==> config.mk <==
export PLATFORM = sky130hd
export DESIGN_NAME = strip_cluster_builder
export DESIGN_NICKNAME = d
export VERILOG_FILES = /design/src/hdl/scb_pkg.sv /design/src/hdl/strip_cluster_builder.sv /design/src/hdl/scb_ratio.sv /design/src/hdl/scb_window.sv
export SDC_FILE = /design/constraint.sdc
export NUM_CORES = 2
export LEC_CHECK = 0
export BUFFER_PORTS_ARGS = -buffer_cell sky130_fd_sc_hd__buf_4
export CORE_MARGIN = 5
export CORE_UTILIZATION = 45
export CTS_CLUSTER_SIZE = 12
export DETAILED_ROUTE_END_ITERATION = 10
export MAX_ROUTING_LAYER = met4
export SLEW_MARGIN = 10
export SYNTH_ARGS = -nofsm -noshare
export SYNTH_HDL_FRONTEND = slang
export SYNTH_HIERARCHICAL = 1
export SYNTH_SLANG_ARGS = --single-unit
==> constraint.sdc <==
create_clock -name i_clk -period 16.5 [get_ports i_clk]
set_clock_uncertainty 0.15 [all_clocks]
set_input_delay 1.65 -clock i_clk [delete_from_list [all_inputs] [get_ports i_clk]]
set_output_delay 1.65 -clock i_clk [all_outputs]
set_load 0.01 [all_outputs]
==> src/hdl/scb_pkg.sv <==
// ---------------------------------------------------------------------------
// scb_pkg
// shared types and constants of the strip cluster builder
// ---------------------------------------------------------------------------
package scb_pkg;

    // item opcodes carried in tuser
    localparam logic [1:0] OP_START = 2'd0;
    localparam logic [1:0] OP_ADD   = 2'd1;
    localparam logic [1:0] OP_CLOSE = 2'd2;

    // register select, bit 2 of the byte address
    localparam logic REG_CUT_SEED = 1'b0;
    localparam logic REG_CUT_ADJ  = 1'b1;

    localparam logic [7:0] CUT_SEED_RST = 8'd80;
    localparam logic [7:0] CUT_ADJ_RST  = 8'd48;

    localparam int SAMPLE_W = 8;   // one raw adc sample
    localparam int SUM_W    = 10;  // one summed sample
    localparam int WINDOW   = 3;   // strips summed around the best strip

    // per-beat control toward the window tracker
    typedef struct packed {
        logic push;     // strip taken into the cluster
        logic capture;  // strip becomes the best-sum strip
    } t_win_ctl;

endpackage

==> src/hdl/strip_cluster_builder.sv <==
// ---------------------------------------------------------------------------
// strip_cluster_builder
// grows one strip cluster from adjacent strips and reports seed and sums
// ---------------------------------------------------------------------------
//  channel   dir  handshake                    contents
//  s_axis    in   tvalid/tready                one item: start, add or close
//  m_axis    out  tvalid/tready                one result beat per item
//  apb       in   psel/penable/pwrite, pready  cut_seed at 0x0, cut_adjacent at 0x4
//
//  one beat per cycle sustained while m_axis accepts; each beat passes through the
//  input register and then the result register
//  the cluster state sits behind the input register and is updated in the
//  same cycle the beat moves on, so the next beat already sees it
//  a stalled m_axis holds the result register and then the input register;
//  s_axis tready drops only when both are occupied
//  synchronous active-low reset clears control state and loads the cut
//  defaults; no clearing pass, the first beat may follow reset directly
// ---------------------------------------------------------------------------
module strip_cluster_builder #(
    parameter int MAX_STRIPS   = 32,
    parameter int SAMPLE_COUNT = 6,
    localparam int S_TW = ((63 + 8 * SAMPLE_COUNT + 7) / 8) * 8,
    localparam int M_TW = ((34 + 10 * SAMPLE_COUNT + 7) / 8) * 8
) (
    input  logic             i_clk,
    input  logic             i_rst_n,
    // input items
    input  logic             s_axis_tvalid,
    output logic             s_axis_tready,
    // sensor_id[15:0] u_side[16] cell_id[26:17] max_sample[34:27]
    // noise[46:35] digit_index[62:47] samples_packed[63+:8*SAMPLE_COUNT], zero pad
    input  logic [S_TW-1:0]  s_axis_tdata,
    // opcode[1:0]
    input  logic [1:0]       s_axis_tuser,
    // results
    output logic             m_axis_tvalid,
    input  logic             m_axis_tready,
    // accepted[0] store_full[1] good[2] empty_cluster[3] cluster_size[9:4]
    // seed_index[25:10] seed_peak[33:26] summed_samples[34+:10*SAMPLE_COUNT], zero pad
    output logic [M_TW-1:0]  m_axis_tdata,
    // configuration
    input  logic             psel,
    input  logic             penable,
    input  logic             pwrite,
    input  logic [2:0]       paddr,
    input  logic [31:0]      pwdata,
    output logic [31:0]      prdata,
    output logic             pready
);
    import scb_pkg::*;

    localparam int CNT_W    = $clog2(MAX_STRIPS + 1);
    localparam int POS_W    = $clog2(MAX_STRIPS);
    localparam int PK_W     = 8 * SAMPLE_COUNT;
    localparam int SUMS_W   = 10 * SAMPLE_COUNT;
    localparam int SUMALL_W = $clog2(SAMPLE_COUNT * 255 + 1);

    // ---------------- configuration registers ----------------
    logic [7:0] r_cut_seed;
    logic [7:0] r_cut_adj;
    logic       w_cfg_wr;

    assign pready   = 1'b1;
    assign w_cfg_wr = psel && penable && pwrite && pready;

    always_ff @(posedge i_clk) begin
        if (!i_rst_n) begin
            r_cut_seed <= CUT_SEED_RST;
            r_cut_adj  <= CUT_ADJ_RST;
        end else if (w_cfg_wr) begin
            // only bit 2 selects; lower address bits are ignored
            if (paddr[2] == REG_CUT_ADJ) begin
                r_cut_adj <= pwdata[7:0];
            end else begin
                r_cut_seed <= pwdata[7:0];
            end
        end
    end

    assign prdata = (paddr[2] == REG_CUT_SEED) ? {24'b0, r_cut_seed} : {24'b0, r_cut_adj};

    // ---------------- input register ----------------
    logic            r_in_valid;
    logic [1:0]      r_in_op;
    logic [S_TW-1:0] r_in_data;
    logic            r_out_valid;
    logic [M_TW-1:0] r_out_data;
    logic            w_adv;

    // beat in the input register moves on when the result register frees up
    assign w_adv         = r_in_valid && (!r_out_valid || m_axis_tready);
    assign s_axis_tready = !r_in_valid || w_adv;

    always_ff @(posedge i_clk) begin
        if (!i_rst_n) begin
            r_in_valid <= 1'b0;
        end else if (s_axis_tready) begin
            r_in_valid <= s_axis_tvalid;
        end
    end

    always_ff @(posedge i_clk) begin
        if (s_axis_tvalid && s_axis_tready) begin
            r_in_op   <= s_axis_tuser;
            r_in_data <= s_axis_tdata;
        end
    end

    // field split of the held beat
    logic [15:0]     w_sensor;
    logic            w_side;
    logic [9:0]      w_cell;
    logic [7:0]      w_peak;
    logic [11:0]     w_noise;
    logic [15:0]     w_digit;
    logic [PK_W-1:0] w_samples;

    assign w_sensor  = r_in_data[15:0];
    assign w_side    = r_in_data[16];
    assign w_cell    = r_in_data[26:17];
    assign w_peak    = r_in_data[34:27];
    assign w_noise   = r_in_data[46:35];
    assign w_digit   = r_in_data[62:47];
    assign w_samples = r_in_data[63 +: PK_W];

    // ---------------- cluster state ----------------
    logic [15:0]         r_sensor;
    logic                r_side;
    logic [CNT_W-1:0]    r_count;
    logic [9:0]          r_last_cell;
    logic                r_seed_valid;
    logic [7:0]          r_seed_max;
    logic [11:0]         r_seed_noise;
    logic [15:0]         r_seed_digit;
    logic [SUMALL_W-1:0] r_best_sum;
    logic [POS_W-1:0]    r_best_pos;

    // ---------------- add decision ----------------
    logic                w_adj_pass;
    logic                w_seed_pass;
    logic                w_match;
    logic                w_next_cell;
    logic                w_cand;
    logic                w_full;
    logic                w_take;
    logic                w_reject_full;
    logic [SUMALL_W-1:0] w_strip_sum;
    logic                w_new_best;
    logic                w_new_seed;
    logic                w_is_add;
    logic                w_is_start;
    logic                w_is_close;

    scb_ratio u_adj_cut (
        .i_peak  (w_peak),
        .i_noise (w_noise),
        .i_cut   (r_cut_adj),
        .o_pass  (w_adj_pass)
    );

    scb_ratio u_seed_cut (
        .i_peak  (r_seed_max),
        .i_noise (r_seed_noise),
        .i_cut   (r_cut_seed),
        .o_pass  (w_seed_pass)
    );

    assign w_is_start = (r_in_op == OP_START);
    assign w_is_add   = (r_in_op == OP_ADD);
    assign w_is_close = (r_in_op == OP_CLOSE);

    assign w_match     = (w_sensor == r_sensor) && (w_side == r_side);
    // no wrap: cell 1023 has no follower
    assign w_next_cell = ({1'b0, w_cell} == ({1'b0, r_last_cell} + 11'd1));
    assign w_cand      = w_is_add && w_match && w_adj_pass
                      && ((r_count == '0) || w_next_cell);
    assign w_full        = (r_count >= CNT_W'(MAX_STRIPS));
    assign w_take        = w_cand && !w_full;
    assign w_reject_full = w_cand && w_full;

    always_comb begin
        w_strip_sum = '0;
        for (int i = 0; i < SAMPLE_COUNT; i++) begin
            w_strip_sum = w_strip_sum + SUMALL_W'(w_samples[i*SAMPLE_W +: SAMPLE_W]);
        end
    end

    // first strip always becomes the best, later ones only with a larger sum
    assign w_new_best = w_take && ((w_strip_sum > r_best_sum) || (r_count == '0));
    // first strip with the largest peak is the seed
    assign w_new_seed = w_take && (!r_seed_valid || (w_peak > r_seed_max));

    always_ff @(posedge i_clk) begin
        if (!i_rst_n) begin
            r_sensor     <= '0;
            r_side       <= 1'b0;
            r_count      <= '0;
            r_last_cell  <= '0;
            r_seed_valid <= 1'b0;
            r_seed_max   <= '0;
            r_seed_noise <= '0;
            r_seed_digit <= '0;
            r_best_sum   <= '0;
            r_best_pos   <= '0;
        end else if (w_adv) begin
            if (w_is_start) begin
                r_sensor     <= w_sensor;
                r_side       <= w_side;
                r_count      <= '0;
                r_last_cell  <= '0;
                r_seed_valid <= 1'b0;
                r_seed_max   <= '0;
                r_seed_noise <= '0;
                r_seed_digit <= '0;
                r_best_sum   <= '0;
                r_best_pos   <= '0;
            end else if (w_take) begin
                r_count     <= r_count + CNT_W'(1);
                r_last_cell <= w_cell;
                if (w_new_best) begin
                    r_best_sum <= w_strip_sum;
                    r_best_pos <= r_count[POS_W-1:0];
                end
                if (w_new_seed) begin
                    r_seed_valid <= 1'b1;
                    r_seed_max   <= w_peak;
                    r_seed_noise <= w_noise;
                    r_seed_digit <= w_digit;
                end
            end
        end
    end

    // ---------------- window tracker ----------------
    t_win_ctl          w_win_ctl;
    logic [SUMS_W-1:0] w_sums;

    assign w_win_ctl.push    = w_adv && w_take;
    assign w_win_ctl.capture = w_new_best;

    scb_window #(
        .MAX_STRIPS   (MAX_STRIPS),
        .SAMPLE_COUNT (SAMPLE_COUNT)
    ) u_window (
        .i_clk      (i_clk),
        .i_rst_n    (i_rst_n),
        .i_ctl      (w_win_ctl),
        .i_samples  (w_samples),
        .i_count    (r_count),
        .i_best_pos (r_best_pos),
        .o_sums     (w_sums)
    );

    // ---------------- result register ----------------
    logic            w_close_full;   // close on a non-empty cluster
    logic [M_TW-1:0] n_out_data;

    assign w_close_full = w_is_close && (r_count != '0);

    always_comb begin
        n_out_data        = '0;
        n_out_data[0]     = w_take;
        n_out_data[1]     = w_reject_full;
        n_out_data[3]     = w_is_close && (r_count == '0);
        if (w_close_full) begin
            n_out_data[2]     = r_seed_valid && (r_seed_max != '0) && w_seed_pass;
            n_out_data[9:4]   = 6'(r_count);
            n_out_data[25:10] = r_seed_valid ? r_seed_digit : '0;
            n_out_data[33:26] = r_seed_valid ? r_seed_max : '0;
            n_out_data[34 +: SUMS_W] = w_sums;
        end
    end

    always_ff @(posedge i_clk) begin
        if (!i_rst_n) begin
            r_out_valid <= 1'b0;
        end else if (w_adv) begin
            r_out_valid <= 1'b1;
        end else if (m_axis_tready) begin
            r_out_valid <= 1'b0;
        end
    end

    always_ff @(posedge i_clk) begin
        if (w_adv) begin
            r_out_data <= n_out_data;
        end
    end

    assign m_axis_tvalid = r_out_valid;
    assign m_axis_tdata  = r_out_data;

    // ---------------- assertions ----------------
    a_count_bound: assert property (@(posedge i_clk) disable iff (!i_rst_n)
        r_count <= CNT_W'(MAX_STRIPS))
        else $error("strip count beyond store depth");

    a_take_xor_full: assert property (@(posedge i_clk) disable iff (!i_rst_n)
        m_axis_tvalid |-> !(m_axis_tdata[0] && m_axis_tdata[1]))
        else $error("add both taken and refused as full");

    a_start_clears: assert property (@(posedge i_clk) disable iff (!i_rst_n)
        (w_adv && w_is_start) |=> (r_count == '0) && !r_seed_valid)
        else $error("start beat did not clear the cluster");

    a_seed_held: assert property (@(posedge i_clk) disable iff (!i_rst_n)
        (r_count != '0) |-> r_seed_valid)
        else $error("non-empty cluster without a seed");

    a_take_grows: assert property (@(posedge i_clk) disable iff (!i_rst_n)
        (w_adv && w_take) |=> (r_count == $past(r_count) + CNT_W'(1)))
        else $error("taken strip not counted");

endmodule

==> src/hdl/scb_ratio.sv <==
// ---------------------------------------------------------------------------
// scb_ratio
// signal-to-noise cut: peak * 256 >= cut * noise, exact integer compare
// ---------------------------------------------------------------------------
module scb_ratio (
    input  logic [7:0]  i_peak,
    input  logic [11:0] i_noise,
    input  logic [7:0]  i_cut,
    output logic        o_pass
);
    logic [19:0] w_lhs;
    logic [19:0] w_rhs;

    assign w_lhs  = {4'b0, i_peak, 8'b0};
    assign w_rhs  = 20'(i_cut) * 20'(i_noise);
    assign o_pass = (w_lhs >= w_rhs);

endmodule

==> src/hdl/scb_window.sv <==
// ---------------------------------------------------------------------------
// scb_window
// keeps the strips needed for the three-strip sum and adds them on close
// ---------------------------------------------------------------------------
module scb_window #(
    parameter int MAX_STRIPS   = 32,
    parameter int SAMPLE_COUNT = 6,
    localparam int CNT_W = $clog2(MAX_STRIPS + 1),
    localparam int POS_W = $clog2(MAX_STRIPS),
    localparam int PK_W  = 8 * SAMPLE_COUNT,
    localparam int SUMS_W = 10 * SAMPLE_COUNT
) (
    input  logic                i_clk,
    input  logic                i_rst_n,
    input  scb_pkg::t_win_ctl   i_ctl,
    input  logic [PK_W-1:0]     i_samples,
    input  logic [CNT_W-1:0]    i_count,
    input  logic [POS_W-1:0]    i_best_pos,
    output logic [SUMS_W-1:0]   o_sums
);
    import scb_pkg::*;

    // last three strips taken, s0 newest
    logic [PK_W-1:0] r_s0, r_s1, r_s2;
    // strips around the best strip: two before, itself, two after
    logic [PK_W-1:0] r_bm2, r_bm1, r_b0, r_bp1, r_bp2;
    // strips taken after the best so far (saturates at two)
    logic [1:0]      r_after;

    logic [PK_W-1:0] w_a, w_b, w_c;

    always_ff @(posedge i_clk) begin
        if (!i_rst_n) begin
            r_after <= 2'd0;
        end else if (i_ctl.push) begin
            if (i_ctl.capture) begin
                r_after <= 2'd0;
            end else if (r_after != 2'd2) begin
                r_after <= r_after + 2'd1;
            end
        end
    end

    always_ff @(posedge i_clk) begin
        if (i_ctl.push) begin
            r_s0 <= i_samples;
            r_s1 <= r_s0;
            r_s2 <= r_s1;
            if (i_ctl.capture) begin
                r_bm2 <= r_s1;
                r_bm1 <= r_s0;
                r_b0  <= i_samples;
            end else if (r_after == 2'd0) begin
                r_bp1 <= i_samples;
            end else if (r_after == 2'd1) begin
                r_bp2 <= i_samples;
            end
        end
    end

    // pick the three strips of the window, clamped inward at the ends
    always_comb begin
        w_a = r_s0;
        w_b = '0;
        w_c = '0;
        priority if (i_count > CNT_W'(WINDOW)) begin
            priority if (i_best_pos == '0) begin
                w_a = r_b0;
                w_b = r_bp1;
                w_c = r_bp2;
            end else if (CNT_W'(i_best_pos) == i_count - CNT_W'(1)) begin
                w_a = r_bm2;
                w_b = r_bm1;
                w_c = r_b0;
            end else begin
                w_a = r_bm1;
                w_b = r_b0;
                w_c = r_bp1;
            end
        end else begin
            w_a = r_s0;
            w_b = (i_count >= CNT_W'(2)) ? r_s1 : '0;
            w_c = (i_count >= CNT_W'(3)) ? r_s2 : '0;
        end
    end

    always_comb begin
        for (int i = 0; i < SAMPLE_COUNT; i++) begin
            o_sums[i*SUM_W +: SUM_W] = SUM_W'(w_a[i*SAMPLE_W +: SAMPLE_W])
                                     + SUM_W'(w_b[i*SAMPLE_W +: SAMPLE_W])
                                     + SUM_W'(w_c[i*SAMPLE_W +: SAMPLE_W]);
        end
    end

endmodule

==> impl_metrics.env <==
export IMPL_status="finished, final reports clean"
export IMPL_min_period_ns=11.14
export IMPL_vias=24706
export IMPL_detail_route_drc_violations=0
export IMPL_use_met2_pct=34.3
export IMPL_worst_hold_slack_ns=0.293
export IMPL_start_kind="flip-flop"
export IMPL_syn_to_final_growth_pct=13.6
export IMPL_rsz0062_at_grt="false"
export IMPL_crit_type="reg2reg"
export IMPL_layout_nets=3869
export IMPL_place_gp_congestion=0.819
export IMPL_hold_path_class="reg2reg"
export IMPL_syn_inst=3127
export IMPL_setup_tns_ns=0
export IMPL_use_met3_pct=3.08
export IMPL_cp_slowest_stage_delay_ns=1.05
export IMPL_dr_pass1_iters=7
export IMPL_pwr_share_comb_pct=12.2
export IMPL_dieWidth_um=303
export IMPL_power_frac_seq_pct=46.8
export IMPL_clock_sinks=697
export IMPL_postPlaceCellArea_mm2=0.0413
export IMPL_grt_pass1_wl_um=147000
export IMPL_final_hold_viol_count=0
export IMPL_synth_warnings=6
export IMPL_regToRegStartpoint="r_cut_adj[7]"
export IMPL_synth_area_mm2=0.0386
export IMPL_ys_async_sr_fraction_pct=0
export IMPL_setup_viol=0
export IMPL_cp_slowest_cell="nor4b_2"
export IMPL_std_cell_rows=107
export IMPL_vias_per_cell=5.44
export IMPL_placed_cells=4396
export IMPL_p_sw_share_pct=25.0
export IMPL_grt_overflow=0
export IMPL_place_detailed_hpwl_um=63500
export IMPL_cts_tree="built"
export IMPL_worst_slew_pin_slew_ns=1.14
export IMPL_power_density_mw_per_mm2=95.9
export IMPL_avgSynthCellArea_um2=12.3
export IMPL_final_cell_mix="edfxtp_1 (591), inv_1 (361), buf_4 (255), and2_1 (217), fa_1 (206)"
export IMPL_cts_htree_levels=3
export IMPL_ys_seq_area_share_pct=51.5
export IMPL_largest_reg_flops=111
export IMPL_synthDistinctLibCells=90
export IMPL_port_buffers=232
export IMPL_peakVddDrop_v=0.0000795
export IMPL_grt_pass1_vias=25995
export IMPL_critPathArrivalTime_ns=11.25
export IMPL_fill_cells=7456
export IMPL_die_h_um=303
export IMPL_post_cts_resize_count=0
export IMPL_drt_iter0_drc=1923
export IMPL_cts_path_max_buffers=3
export IMPL_grt_busiest_layer="met2"
export IMPL_avgRoutedWirePerCell_um=20.7
export IMPL_cts_buffers=79
export IMPL_power_switching_mw=1.05
export IMPL_crit_fanout=148
export IMPL_start_util_pct=45.3
export IMPL_cts_root_buffer="clkbuf_16"
export IMPL_drv_cap=0
export IMPL_synth_edf_count=591
export IMPL_setup_worst_path_start="r_cut_adj[7]"
export IMPL_p_int_mw=3.15
export IMPL_clock_latency_ns=0.66
export IMPL_end_kind="flip-flop"
export IMPL_fin_crit_sh_pct=67.5
export IMPL_drive_gt1_share_pct=14.6
export IMPL_ant_nets=0
export IMPL_clkPwrFrac_pct=41.1
export IMPL_drv_slew=0
export IMPL_final_area_mm2=0.0438
export IMPL_p_total_mw=4.20
export IMPL_met1_usage_pct=28.1
export IMPL_yosys_register_bits=697
export IMPL_core_mm2=0.0851
export IMPL_hold_buffers=0
export IMPL_fmax_mhz=89.8
export IMPL_grt_max_degree=149
export IMPL_post_cts_buffers=0
export IMPL_final_common_cell="edfxtp_1"
export IMPL_final_cells=4541
export IMPL_io_pins=287
export IMPL_grt_use_total_pct=21.0
export IMPL_p_leak_nw=17.4
export IMPL_wirelength_um=94200
export IMPL_top_register="r_in_data"
export IMPL_clk_pin_slew_worst_paths_ns=0.06
export IMPL_die_area_mm2=0.0917
export IMPL_cpMostUsedCell="fa_1"
export IMPL_ys_flop_type="edfxtp_1"
export IMPL_antenna_found_initial=1
export IMPL_min_from="r_in_data[59]"
export IMPL_relSlewSlack_pct=23.8
export IMPL_required_ns=16.61
-- power by group through the flow --
stage	logic, mW	registers [mW]	clock network [mW]
after floorplan	0.362	1.99	0
after global placement	0.498	2.00	0
after detailed placement	0.507	2.00	0
after CTS	0.513	1.97	1.78
after global routing	0.581	1.97	1.85
final	0.511	1.97	1.73
-- routing by layer --
layer,vias up,routed length (um)
li1,11405,-
met4,0,1990
met1,12463,40800
met2,716,45900
met3,122,5390
met5,-,0
-- area by class of cell --
type	count	area (um2)	area share (%)
Antenna cell	1	2.50	0.00571
Timing Repair Buffer	257	1950	4.46
Inverter	364	1370	3.12
Tap cell	1144	1430	3.27
Clock buffer	107	2190	5.01
Clock inverter	37	382	0.871
Sequential cell	697	19900	45.3
Multi-Input combinational cell	1934	16600	37.9
-- synthesized netlist by cell type (10+ instances only) --
cell type / count / area (um2)
a211o_1: 43 / 377
a211oi_1: 14 / 105
a21o_1: 63 / 473
a21oi_1: 151 / 756
a222oi_1: 39 / 390
a22o_2: 35 / 350
a22oi_1: 10 / 75.1
and2_1: 219 / 1370
and3_1: 22 / 138
buf_2: 12 / 60.1
buf_4: 38 / 285
buf_6: 10 / 113
clkbuf_1: 84 / 315
dfxtp_1: 106 / 2120
edfxtp_1: 591 / 17700
fa_1: 206 / 4120
ha_1: 174 / 2180
inv_1: 362 / 1360
mux2_2: 47 / 529
mux2i_1: 124 / 1240
nand2_1: 196 / 736
nand3_1: 55 / 275
nand4_1: 12 / 75.1
nor2_1: 115 / 432
nor2b_1: 13 / 81.3
nor3_1: 22 / 110
nor4_1: 25 / 156
o21ai_0: 49 / 245
o22ai_1: 50 / 313
xnor2_1: 51 / 447
xor2_1: 48 / 420
-- final timing paths --
kind                             end  slack, ns  depth (start not counted)
setup / recovery  u_window/r_bp2[18]       5.36                         28
hold / removal      r_seed_digit[12]       0.29                          1
setup reg to reg  u_window/r_bp2[18]       5.36                         28
hold reg to reg     r_seed_digit[12]       0.29                          1
-- kinds of logic (layout without fill, tap and decap cells) --
family | after synthesis | after routing | share of synthesized area (%)
simple gates | 726 | 726 | 9.77
flops | 697 | 697 | 51.5
compound gates | 530 | 530 | 9.68
buf+inv | 521 | 765 | 5.85
fa+ha+maj | 381 | 381 | 16.4
mux | 171 | 171 | 4.59
xor+xnor | 99 | 99 | 2.25
other cells | 2 | 28 | 0.0195
-- worst max-delay path: cells and delay by family, from the launching register on --
| family | cells | cell delay (ns) |
|---|---|---|
| AOI/OAI and AO/OA | 5 | 1.20 |
| xor gates and xnor gates | 1 | 0.11 |
| adders and majority gates | 6 | 2.73 |
| buffers and inverters | 4 | 1.48 |
| DFF | 1 | 0.66 |
| and+or+nand+nor | 12 | 4.24 |
-- per-stage QoR --
step	worst slack, ns	util (%)
finish	5.36	51.5
global route	4.60	51.5
CTS	5.23	51.5
detailed placement	5.24	48.4
global placement	5.34	48.4
floorplan	0.778	-
(Power assumes the default switching activity.)
